## config.mk

```make
export PLATFORM = sky130hd
export DESIGN_NAME = bitmap_block_allocator_flat
export DESIGN_NICKNAME = d
export VERILOG_FILES = /design/src/hw/rtl/bba_pkg.sv /design/src/hw/rtl/bba_req_if.sv /design/src/hw/rtl/bba_rsp_if.sv /design/src/hw/rtl/bba_ram.sv /design/src/hw/rtl/bba_apb.sv /design/src/hw/rtl/bba_engine.sv /design/src/hw/rtl/bitmap_block_allocator.sv /design/src/flat_wrapper.sv
export VERILOG_INCLUDE_DIRS = /design/src /design/src/hw/rtl
export SDC_FILE = /design/constraint.sdc
export NUM_CORES = 2
export LEC_CHECK = 0
export BUFFER_PORTS_ARGS = -buffer_cell sky130_fd_sc_hd__buf_2
export CORE_MARGIN = 4
export CORE_UTILIZATION = 30
export DETAILED_ROUTE_END_ITERATION = 8
export PLACE_DENSITY = 0.52
export SYNTH_ARGS = -nofsm -noshare
export SYNTH_HDL_FRONTEND = slang
export SYNTH_SLANG_ARGS = --single-unit
```

## constraint.sdc

```tcl
create_clock -name i_clk -period 31.6 [get_ports i_clk]
set_input_delay 4.74 -clock i_clk [delete_from_list [all_inputs] [get_ports i_clk]]
set_output_delay 4.74 -clock i_clk [all_outputs]
set_load 0.01 [all_outputs]
```

## src/hw/rtl/bitmap_block_allocator_assert.svh

```systemverilog
// Assertion macros shared by the bitmap block allocator RTL.
// No dependencies; included by modules that carry assertions.
`ifndef BITMAP_BLOCK_ALLOCATOR_ASSERT_SVH
`define BITMAP_BLOCK_ALLOCATOR_ASSERT_SVH

// Same-cycle implication, disabled in reset.
`define BBA_ASSERT_NOW(lbl, clk, rst_n, ante, cons, msg) \
    lbl: assert property (@(posedge clk) disable iff (!rst_n) (ante) |-> (cons)) \
        else $error(msg);

// Next-cycle implication, disabled in reset.
`define BBA_ASSERT_NEXT(lbl, clk, rst_n, ante, cons, msg) \
    lbl: assert property (@(posedge clk) disable iff (!rst_n) (ante) |=> (cons)) \
        else $error(msg);

`endif

```

## src/hw/rtl/bba_pkg.sv

```systemverilog
// Shared types, codes and helpers of the bitmap block allocator.
// No dependencies.
package bba_pkg;

    localparam logic [1:0] KIND_FIRST_FIT = 2'd0;
    localparam logic [1:0] KIND_BUDDY     = 2'd1;
    localparam logic [1:0] KIND_FREE      = 2'd2;
    localparam logic [1:0] KIND_BUDDY_FREE = 2'd3;

    localparam logic [1:0] ST_OK    = 2'd0;
    localparam logic [1:0] ST_NOFIT = 2'd1;
    localparam logic [1:0] ST_RANGE = 2'd2;

    localparam logic [10:0] BEST_LIMIT    = 11'd2000;
    localparam logic [10:0] MAP_SIZE_RST  = 11'd1024;

    typedef struct packed {
        logic        wr;
        logic [10:0] map_size;
    } t_cfg;

    // round up to a power of two; zero stays zero
    function automatic logic [11:0] round_pow2(input logic [10:0] len);
        logic [11:0] v;
        begin
            v = {1'b0, len} - 12'd1;
            v = v | (v >> 1);
            v = v | (v >> 2);
            v = v | (v >> 4);
            v = v | (v >> 8);
            round_pow2 = (len == 11'd0) ? 12'd0 : v + 12'd1;
        end
    endfunction

endpackage

```

## src/hw/rtl/bba_req_if.sv

```systemverilog
// Request channel of the bitmap block allocator.
// No dependencies.
interface bba_req_if;
    logic        valid;
    logic        ready;
    logic [1:0]  kind;
    logic [9:0]  start_index;
    logic [10:0] block_length;

    modport source(output valid, kind, start_index, block_length, input ready);
    modport sink(input valid, kind, start_index, block_length, output ready);
endinterface

```

## src/hw/rtl/bba_rsp_if.sv

```systemverilog
// Response channel of the bitmap block allocator.
// No dependencies.
interface bba_rsp_if;
    logic        valid;
    logic        ready;
    logic [1:0]  status;
    logic [9:0]  result_index;
    logic [10:0] allocated_count;

    modport source(output valid, status, result_index, allocated_count, input ready);
    modport sink(input valid, status, result_index, allocated_count, output ready);
endinterface

```

## src/hw/rtl/bba_ram.sv

```systemverilog
// Generic simple dual-port RAM with registered read.
// No dependencies.
module bba_ram #(
    parameter int WIDTH = 1,
    parameter int DEPTH = 1024
) (
    input  logic                                   i_clk,
    input  logic                                   i_we,
    input  logic [(DEPTH > 1 ? $clog2(DEPTH) : 1)-1:0] i_waddr,
    input  logic [WIDTH-1:0]                       i_wdata,
    input  logic [(DEPTH > 1 ? $clog2(DEPTH) : 1)-1:0] i_raddr,
    output logic [WIDTH-1:0]                       o_rdata
);
    logic [WIDTH-1:0] r_mem [DEPTH];
    logic [WIDTH-1:0] r_rdata;

    always_ff @(posedge i_clk) begin
        if (i_we) begin
            r_mem[i_waddr] <= i_wdata;
        end
        r_rdata <= r_mem[i_raddr];
    end

    assign o_rdata = r_rdata;
endmodule

```

## src/hw/rtl/bba_apb.sv

```systemverilog
// APB register port of the bitmap block allocator (map_size).
// Depends on bba_pkg.
module bba_apb (
    input  logic             i_clk,
    input  logic             i_rst_n,
    input  logic             psel,
    input  logic             penable,
    input  logic             pwrite,
    input  logic [2:0]       paddr,
    input  logic [31:0]      pwdata,
    output logic [31:0]      prdata,
    output logic             pready,
    output bba_pkg::t_cfg    o_cfg
);
    logic [10:0] r_map_size;
    logic        wr_hit;

    assign wr_hit = psel && penable && pwrite && !paddr[2];

    always_ff @(posedge i_clk) begin
        if (!i_rst_n) begin
            r_map_size <= bba_pkg::MAP_SIZE_RST;
        end else if (wr_hit) begin
            r_map_size <= pwdata[10:0];
        end
    end

    assign o_cfg.wr       = wr_hit;
    assign o_cfg.map_size = pwdata[10:0];
    assign prdata = paddr[2] ? 32'd0 : {21'd0, r_map_size};
    assign pready = 1'b1;
endmodule

```

## src/hw/rtl/bba_engine.sv

```systemverilog
// Request sequencer: scans, marks and clears the bitmap held in bba_ram.
// Depends on bba_pkg, bba_req_if, bba_rsp_if, bba_ram and the assertion header.
`include "bitmap_block_allocator_assert.svh"
module bba_engine #(
    parameter int MAP_BITS = 1024
) (
    input  logic          i_clk,
    input  logic          i_rst_n,
    input  bba_pkg::t_cfg i_cfg,
    bba_req_if.sink       i_req,
    bba_rsp_if.source     o_rsp
);
    localparam int AW = (MAP_BITS > 1) ? $clog2(MAP_BITS) : 1;
    localparam int CW = ((AW > 11) ? AW : 11) + 2;

    localparam logic [2:0] S_CLR  = 3'd0;
    localparam logic [2:0] S_IDLE = 3'd1;
    localparam logic [2:0] S_RD   = 3'd2;
    localparam logic [2:0] S_EV   = 3'd3;
    localparam logic [2:0] S_MARK = 3'd4;
    localparam logic [2:0] S_OUT  = 3'd5;

    logic [2:0]    r_state, n_state;
    logic [1:0]    r_kind, n_kind;
    logic [CW-1:0] r_i, n_i;
    logic [CW-1:0] r_run, n_run;
    logic [CW-1:0] r_need, n_need;
    logic [CW-1:0] r_best, n_best;
    logic [CW-1:0] r_pick, n_pick;
    logic [CW-1:0] r_end, n_end;
    logic [CW-1:0] r_lim, n_lim;
    logic [CW-1:0] r_n, n_n;
    logic [CW-1:0] r_cnt, n_cnt;
    logic          r_hit, n_hit;
    logic [1:0]    r_status, n_status;

    logic          ram_we;
    logic [AW-1:0] ram_waddr;
    logic          ram_wdata;
    logic          ram_rdata;

    logic [CW-1:0] len, pw, need, fend, run1, cfg_n;
    logic          is_alloc;

    bba_ram #(.WIDTH(1), .DEPTH(MAP_BITS)) u_map (
        .i_clk   (i_clk),
        .i_we    (ram_we),
        .i_waddr (ram_waddr),
        .i_wdata (ram_wdata),
        .i_raddr (r_i[AW-1:0]),
        .o_rdata (ram_rdata)
    );

    assign cfg_n = (CW'(i_cfg.map_size) > CW'(MAP_BITS)) ? CW'(MAP_BITS)
                                                         : CW'(i_cfg.map_size);

    always_comb begin
        n_state = r_state;  n_kind = r_kind;  n_i = r_i;  n_run = r_run;
        n_need = r_need;    n_best = r_best;  n_pick = r_pick;
        n_end = r_end;      n_lim = r_lim;    n_n = r_n;  n_cnt = r_cnt;
        n_hit = r_hit;      n_status = r_status;
        ram_we = 1'b0;  ram_waddr = r_i[AW-1:0];  ram_wdata = 1'b0;
        len  = CW'(i_req.block_length);
        pw   = CW'(bba_pkg::round_pow2(i_req.block_length));
        is_alloc = (i_req.kind == bba_pkg::KIND_FIRST_FIT) ||
                   (i_req.kind == bba_pkg::KIND_BUDDY);
        need = ((i_req.kind == bba_pkg::KIND_FIRST_FIT) ||
                (i_req.kind == bba_pkg::KIND_FREE)) ? len : pw;
        fend = CW'(i_req.start_index) + need;
        run1 = ram_rdata ? '0 : r_run + CW'(1);

        unique case (r_state)
            S_CLR: begin
                ram_we = 1'b1;
                n_cnt  = '0;
                if (r_i == CW'(MAP_BITS - 1)) begin
                    n_i = '0;
                    n_state = S_IDLE;
                end else begin
                    n_i = r_i + CW'(1);
                end
            end
            S_IDLE: begin
                if (i_req.valid) begin
                    n_kind = i_req.kind;
                    n_need = need;
                    n_run  = '0;
                    n_best = CW'(bba_pkg::BEST_LIMIT);
                    n_hit  = 1'b0;
                    n_pick = '0;
                    if (is_alloc) begin
                        n_i   = '0;
                        n_lim = r_n;
                        if (need == '0 || need > r_n) begin
                            n_status = bba_pkg::ST_NOFIT;
                            n_state  = S_OUT;
                        end else begin
                            n_status = bba_pkg::ST_OK;
                            n_state  = S_RD;
                        end
                    end else begin
                        n_i      = CW'(i_req.start_index);
                        n_lim    = (fend > r_n) ? r_n : fend;
                        n_status = (fend > r_n) ? bba_pkg::ST_RANGE : bba_pkg::ST_OK;
                        n_state  = S_RD;
                    end
                end
            end
            S_RD: begin
                if (r_i >= r_lim) begin
                    case (r_kind)
                        bba_pkg::KIND_FIRST_FIT: begin
                            n_status = bba_pkg::ST_NOFIT;
                            n_state  = S_OUT;
                        end
                        bba_pkg::KIND_BUDDY: begin
                            // a run reaching the map end is judged like any other
                            if (r_run >= r_need && r_run < r_best) begin
                                n_pick  = r_n - r_run;
                                n_i     = r_n - r_run;
                                n_end   = r_n - r_run + r_need;
                                n_state = S_MARK;
                            end else if (r_hit) begin
                                n_i     = r_pick;
                                n_end   = r_pick + r_need;
                                n_state = S_MARK;
                            end else begin
                                n_status = bba_pkg::ST_NOFIT;
                                n_state  = S_OUT;
                            end
                        end
                        default: n_state = S_OUT;
                    endcase
                end else begin
                    n_state = S_EV;
                end
            end
            S_EV: begin
                case (r_kind)
                    bba_pkg::KIND_FIRST_FIT: begin
                        n_run = run1;
                        if (run1 == r_need) begin
                            n_pick  = r_i + CW'(1) - r_need;
                            n_i     = r_i + CW'(1) - r_need;
                            n_end   = r_i + CW'(1);
                            n_state = S_MARK;
                        end else begin
                            n_i     = r_i + CW'(1);
                            n_state = S_RD;
                        end
                    end
                    bba_pkg::KIND_BUDDY: begin
                        if (ram_rdata) begin
                            if (r_run >= r_need && r_run < r_best) begin
                                n_best = r_run;
                                n_pick = r_i - r_run;
                                n_hit  = 1'b1;
                            end
                            n_i   = r_i - r_run + r_need;
                            n_run = '0;
                        end else begin
                            n_run = r_run + CW'(1);
                            n_i   = r_i + CW'(1);
                        end
                        n_state = S_RD;
                    end
                    default: begin
                        if (ram_rdata) begin
                            ram_we = 1'b1;
                            n_cnt  = r_cnt - CW'(1);
                        end
                        n_i     = r_i + CW'(1);
                        n_state = S_RD;
                    end
                endcase
            end
            S_MARK: begin
                ram_we    = 1'b1;
                ram_wdata = 1'b1;
                if (r_i + CW'(1) == r_end) begin
                    n_cnt   = r_cnt + r_need;
                    n_state = S_OUT;
                end else begin
                    n_i = r_i + CW'(1);
                end
            end
            S_OUT: begin
                if (o_rsp.ready) begin
                    n_state = S_IDLE;
                end
            end
            default: n_state = S_CLR;
        endcase

        if (i_cfg.wr) begin
            n_n     = cfg_n;
            n_i     = '0;
            n_state = S_CLR;
        end
    end

    always_ff @(posedge i_clk) begin
        if (!i_rst_n) begin
            r_state <= S_CLR;
            r_i     <= '0;
            r_cnt   <= '0;
            r_n     <= (CW'(bba_pkg::MAP_SIZE_RST) > CW'(MAP_BITS)) ? CW'(MAP_BITS)
                                                                    : CW'(bba_pkg::MAP_SIZE_RST);
            r_kind  <= bba_pkg::KIND_FIRST_FIT;
            r_run   <= '0;
            r_need  <= '0;
            r_best  <= '0;
            r_pick  <= '0;
            r_end   <= '0;
            r_lim   <= '0;
            r_hit   <= 1'b0;
        end else begin
            r_state <= n_state;
            r_i     <= n_i;
            r_cnt   <= n_cnt;
            r_n     <= n_n;
            r_kind  <= n_kind;
            r_run   <= n_run;
            r_need  <= n_need;
            r_best  <= n_best;
            r_pick  <= n_pick;
            r_end   <= n_end;
            r_lim   <= n_lim;
            r_hit   <= n_hit;
        end
    end

    always_ff @(posedge i_clk) begin
        r_status <= n_status;
    end

    assign i_req.ready           = (r_state == S_IDLE);
    assign o_rsp.valid           = (r_state == S_OUT);
    assign o_rsp.status          = r_status;
    assign o_rsp.result_index    = r_pick[9:0];
    assign o_rsp.allocated_count = r_cnt[10:0];

    `BBA_ASSERT_NOW(a_no_rsp_when_idle, i_clk, i_rst_n, i_req.ready, !o_rsp.valid, "response valid while idle")
    `BBA_ASSERT_NEXT(a_accept_leaves_idle, i_clk, i_rst_n, i_req.valid && i_req.ready, !i_req.ready, "accepted beat left block idle")
    `BBA_ASSERT_NOW(a_count_bound, i_clk, i_rst_n, 1'b1, r_cnt <= CW'(MAP_BITS), "set bit count beyond map")
    `BBA_ASSERT_NOW(a_mark_in_map, i_clk, i_rst_n, r_state == S_MARK, r_i < r_end && r_end <= r_n, "mark outside map")
endmodule

```

## src/hw/rtl/bitmap_block_allocator.sv

```systemverilog
// Channel   | dir | beat contents                                | handshake
// i_req     | in  | kind, start_index, block_length              | valid/ready
// o_rsp     | out | status, result_index, allocated_count        | valid/ready
// APB       | in  | map_size at bytes 0-3 (write clears the map) | psel/penable, pready=1
//
// One request at a time. Each bitmap bit is read and then evaluated on the single
// RAM read port. Buddy restarts the scan at start+p after each used bit, so a free
// run of length L ahead of a used bit is walked about L/p times. Reset and every
// map_size write run a clearing pass over all MAP_BITS bits with i_req.ready low.
// A stalled response holds the block until o_rsp.ready.
// Depends on bba_pkg, bba_req_if, bba_rsp_if, bba_apb, bba_engine.
module bitmap_block_allocator #(
    parameter int MAP_BITS = 1024
) (
    input  logic        i_clk,
    input  logic        i_rst_n,
    input  logic        psel,
    input  logic        penable,
    input  logic        pwrite,
    input  logic [2:0]  paddr,
    input  logic [31:0] pwdata,
    output logic [31:0] prdata,
    output logic        pready,
    bba_req_if.sink     i_req,
    bba_rsp_if.source   o_rsp
);
    bba_pkg::t_cfg cfg;

    // register port: map_size, to be written by the user only while idle; not enforced
    bba_apb u_apb (
        .i_clk   (i_clk),
        .i_rst_n (i_rst_n),
        .psel    (psel),
        .penable (penable),
        .pwrite  (pwrite),
        .paddr   (paddr),
        .pwdata  (pwdata),
        .prdata  (prdata),
        .pready  (pready),
        .o_cfg   (cfg)
    );

    // sequencer and bitmap memory
    bba_engine #(.MAP_BITS(MAP_BITS)) u_engine (
        .i_clk   (i_clk),
        .i_rst_n (i_rst_n),
        .i_cfg   (cfg),
        .i_req   (i_req),
        .o_rsp   (o_rsp)
    );
endmodule
```

## src/flat_wrapper.sv

```systemverilog
// flat-port wrapper written by rule: the top's interface ports become plain ports
module bitmap_block_allocator_flat 
#(
    parameter int MAP_BITS = 1024
)
  (i_clk, i_rst_n, psel, penable, pwrite, paddr, pwdata, prdata, pready, i_req_valid, i_req_kind, i_req_start_index, i_req_block_length, i_req_ready, o_rsp_valid, o_rsp_status, o_rsp_result_index, o_rsp_allocated_count, o_rsp_ready);
  bba_req_if i_req_i ();
  bba_rsp_if o_rsp_i ();
  input  logic i_clk;
  input  logic i_rst_n;
  input  logic psel;
  input  logic penable;
  input  logic pwrite;
  input  logic [2:0] paddr;
  input  logic [31:0] pwdata;
  output logic [31:0] prdata;
  output logic pready;
  input wire logic [$bits(i_req_i.valid)-1:0] i_req_valid;
  input wire logic [$bits(i_req_i.kind)-1:0] i_req_kind;
  input wire logic [$bits(i_req_i.start_index)-1:0] i_req_start_index;
  input wire logic [$bits(i_req_i.block_length)-1:0] i_req_block_length;
  output wire logic [$bits(i_req_i.ready)-1:0] i_req_ready;
  output wire logic [$bits(o_rsp_i.valid)-1:0] o_rsp_valid;
  output wire logic [$bits(o_rsp_i.status)-1:0] o_rsp_status;
  output wire logic [$bits(o_rsp_i.result_index)-1:0] o_rsp_result_index;
  output wire logic [$bits(o_rsp_i.allocated_count)-1:0] o_rsp_allocated_count;
  input wire logic [$bits(o_rsp_i.ready)-1:0] o_rsp_ready;
  assign i_req_i.valid = i_req_valid;
  assign i_req_i.kind = i_req_kind;
  assign i_req_i.start_index = i_req_start_index;
  assign i_req_i.block_length = i_req_block_length;
  assign i_req_ready = i_req_i.ready;
  assign o_rsp_valid = o_rsp_i.valid;
  assign o_rsp_status = o_rsp_i.status;
  assign o_rsp_result_index = o_rsp_i.result_index;
  assign o_rsp_allocated_count = o_rsp_i.allocated_count;
  assign o_rsp_i.ready = o_rsp_ready;
  bitmap_block_allocator #(.MAP_BITS(MAP_BITS)) u_core (.i_clk(i_clk), .i_rst_n(i_rst_n), .psel(psel), .penable(penable), .pwrite(pwrite), .paddr(paddr), .pwdata(pwdata), .prdata(prdata), .pready(pready), .i_req(i_req_i), .o_rsp(o_rsp_i));
endmodule
```

==> run summary <==
status = finished, final reports clean
Synth area leader = edfxtp_1
CTS tree = done
commonest non-fill, non-tap cell in the layout = nor2_1
most frequent cells in the layout = nor2_1, edfxtp_1, mux4_2
Setup Viol. Count Final = 0
Vias/cell = 5.40
Area Overhead vs Synth = 11.2%
post-synthesis sequential area ratio = 58.8%
R2R setup slack = 25.75 ns
reg2reg end = u_core.u_engine.r_end[12]
Diodes inserted = 0
Critical Path Source Type = input pin
Rel. slew slack = 16.1%
Detail Route Antenna Nets = 0
placed cell area = 59,600 um^2
peak supply drop = 0.0435 mV
clk sinks = 1,156
Routed WL = 179,000 um
Iter 0 DRT Violations = 4,656
area of the multi-input gates = 21,600 um^2
post-DP HPWL = 105,000 um
RSZ-0062 raised after global routing = no
Final Power = 3.17 mW
initial antenna violation count = 10
Post-CTS Resized = 0
GRT Residual Overflow = 0
unique cell type count in the Yosys netlist = 99
synthesized area = 56,800 um^2
initial core utilization = 30.2%
register area = 33,400 um^2
cell count after synthesis = 4,680
synthesized area per cell = 12.1 um^2
EDFF count, synth = 1,026
Hold Violations, Final = 0
die area = 197,000 um^2
Worst-path clk slew = 0.06 ns
max cap viols = 0
drt wl/cell = 24.9 um
Max Slew Vio Count = 0
worst hold path endpoint = u_core.u_engine.r_lim[12]
Tightest Pin Transition = 1.26 ns
total CTS buffers = 117
CTS Hold Buffers Added = 0
WHS Path Cells = 2
Tcrit/Tclk final = 37.8%
Pre-Repair DR Iteration Count = 6
core area = 188,000 um^2
critical path endpoint category = register
row cnt = 159
#FFs+latches synth = 1,156
I/O pin total = 123
postcts setup bufs = 0
Period minus WS final = 11.96 ns
IO buf count = 77
first-pass GRT wire length = 260,000 um
hold path start = u_core.u_engine.r_lim[12]
Vias = 38,800
Fin Clk Skew = 0.0695 ns
Skew-Pair Late Insertion Delay = 0.76 ns
nets = 4,807
GRT Util Overall = 17.6%
Root Driver = clkbuf_16
Hold Slack = 0.453 ns
Max Fclk = 0.0836 GHz
DRC = 0
critical path arrival = 12.53 ns
Final Cell Area = 63,200 um^2
Top FF cell, synth = edfxtp_1
Synth top area share = 54.2%
Max Buffers Root-to-Sink = 3
CTS H-tree lvls = 3
Cell Pwr Density = 50.1 nW/um^2
Die X = 443 um
pin count of the biggest net entering global routing = 253
Leakage = 21.7 nW
Syn. warnings = 0
largest cells by area after synthesis = edfxtp_1, mux4_2, nor2_1
Crit Path Class = in -> reg
vias in the first global route = 37,500
setup TNS = 0 ns
Async S/R FF share, synth = 0%
routability-driven placement congestion ratio = 0.927
fraction of layout cells with a size suffix above 1 = 14.0%
Chip Height = 443 um
FILL cells = 18,800
R2R Path Start = u_core.u_engine.r_need[1]
R2R depth = 19
worst path required time = 32.18 ns
worst-path fanout max = 12
worst hold path type = reg -> reg
## worst max-delay path: stages
cell and delay [ns]:
buf_2 0.16, inv_1 0.09, ha_1 0.41, or3b_2 0.60, o22ai_1 0.20, a21oi_1 0.16, a211oi_2 0.36, and2_1 0.23
nand2_1 0.07, ha_1 0.32, o311ai_0 0.16, mux2i_1 0.13, a22oi_1 0.51, inv_1 0.15, ha_1 0.38, nand3_1 0.11
o211ai_1 0.14, o41ai_1 0.69, xnor2_1 0.19, ha_1 0.33, a21o_1 0.16, a21oi_1 0.15, o21ai_0 0.10, a21o_1 0.18
a21o_1 0.20, a211oi_2 1.04, mux2i_1 0.46, o21ai_1 0.09
## synthesized netlist by cell type (11+ instances only)
master	number
nor2b_1	36
edfxtp_1	1026
a22oi_1	134
nand4_1	58
a21o_1	31
xnor2_1	58
o21ai_0	98
mux2i_1	28
dfxtp_1	130
a221oi_1	13
inv_1	113
a31oi_1	13
clkbuf_1	271
mux4_2	262
a211oi_1	32
o22ai_1	13
nand2_1	229
a21oi_1	157
ha_1	146
nand2b_1	35
o31ai_1	13
and2_1	15
buf_2	28
nor2_1	1176
buf_1	60
o21ai_1	11
and3_1	26
o21a_1	19
mux2_2	12
o211ai_1	24
xor2_1	36
nor4_1	19
nand3_1	83
buf_4	33
nor3_1	49
## final cells by class
cell class	count	area share, %
multi-input cells	3034	34.1
repair buffers	164	1.70
flip-flops and latches	1156	52.9
inverters	116	0.701
well taps	2495	4.94
clock buffers	147	4.91
clock inverters	64	0.776
## worst max path at each step
stage | slack, ns | startpoint | cells after the start | end
floorplan | 11.75 | u_core.u_engine.r_state[1] | 5 | u_core.u_engine.u_map.r_mem[0]
global placement | 18.97 | i_req_block_length[1] | 28 | u_core.u_engine.r_lim[1]
detailed placement | 19.06 | i_req_block_length[1] | 28 | u_core.u_engine.r_lim[1]
CTS | 19.78 | i_req_block_length[1] | 28 | u_core.u_engine.r_lim[1]
global route | 19.20 | i_req_block_length[1] | 28 | u_core.u_engine.r_lim[1]
finish | 19.64 | i_req_block_length[1] | 28 | u_core.u_engine.r_lim[1]
## metrics by stage
step                      worst slack [ns]  cells  utilization (%)
after detailed placement             19.06   6965             31.7
after CTS                            19.78   7176             33.6
after global placement               18.97   6965             31.7
after global routing                 19.20   7176             33.6
after floorplan                      11.75   4700                -
final                                19.64   7176             33.6
## report_power, final
group | internal, mW | total (mW) | switching (mW)
logic | 0.0630 | 0.186 | 0.123
clock network | 0.725 | 1.34 | 0.611
registers | 1.64 | 1.64 | 0.00412
total | 2.43 | 3.17 | 0.738
## sequential cells by signal, indices dropped and copies added, names as in the netlist, 2 cells and up
register,cells
u_core.u_engine.r_run,13
u_core.u_engine.r_need,12
u_core.u_engine.o_rsp.status,2
u_core.u_apb.r_map_size,11
u_core.u_engine.r_n,11
u_core.u_engine.r_best,13
u_core.u_engine.r_end,13
u_core.u_engine.r_kind,2
u_core.u_engine.r_state,3
u_core.u_engine.r_pick,13
u_core.u_engine.u_map.r_mem,1024
u_core.u_engine.r_cnt,11
u_core.u_engine.r_lim,13
u_core.u_engine.r_i,13
## routing by layer
metal  track usage, %  wire (um)  vias to the layer above
li1                 -          -                    17100
met1             25.2      78700                    19900
met2             27.9      82100                     1477
met3             2.86      13300                      284
met4             4.69       4890                        4
met5                0         22                        -
## logic make-up after synthesis
family	Yosys count	synth area share, %
buffers and inverters	510	3.67
other	2	0.0132
adders and majority gates	153	3.46
xor gates and xnor gates	95	1.49
DFF	1156	58.8
and+or+nand+nor	1792	13.5
muxes	303	11.1
AOI/OAI and AO/OA	669	8.00
(Power assumes the default switching activity.)
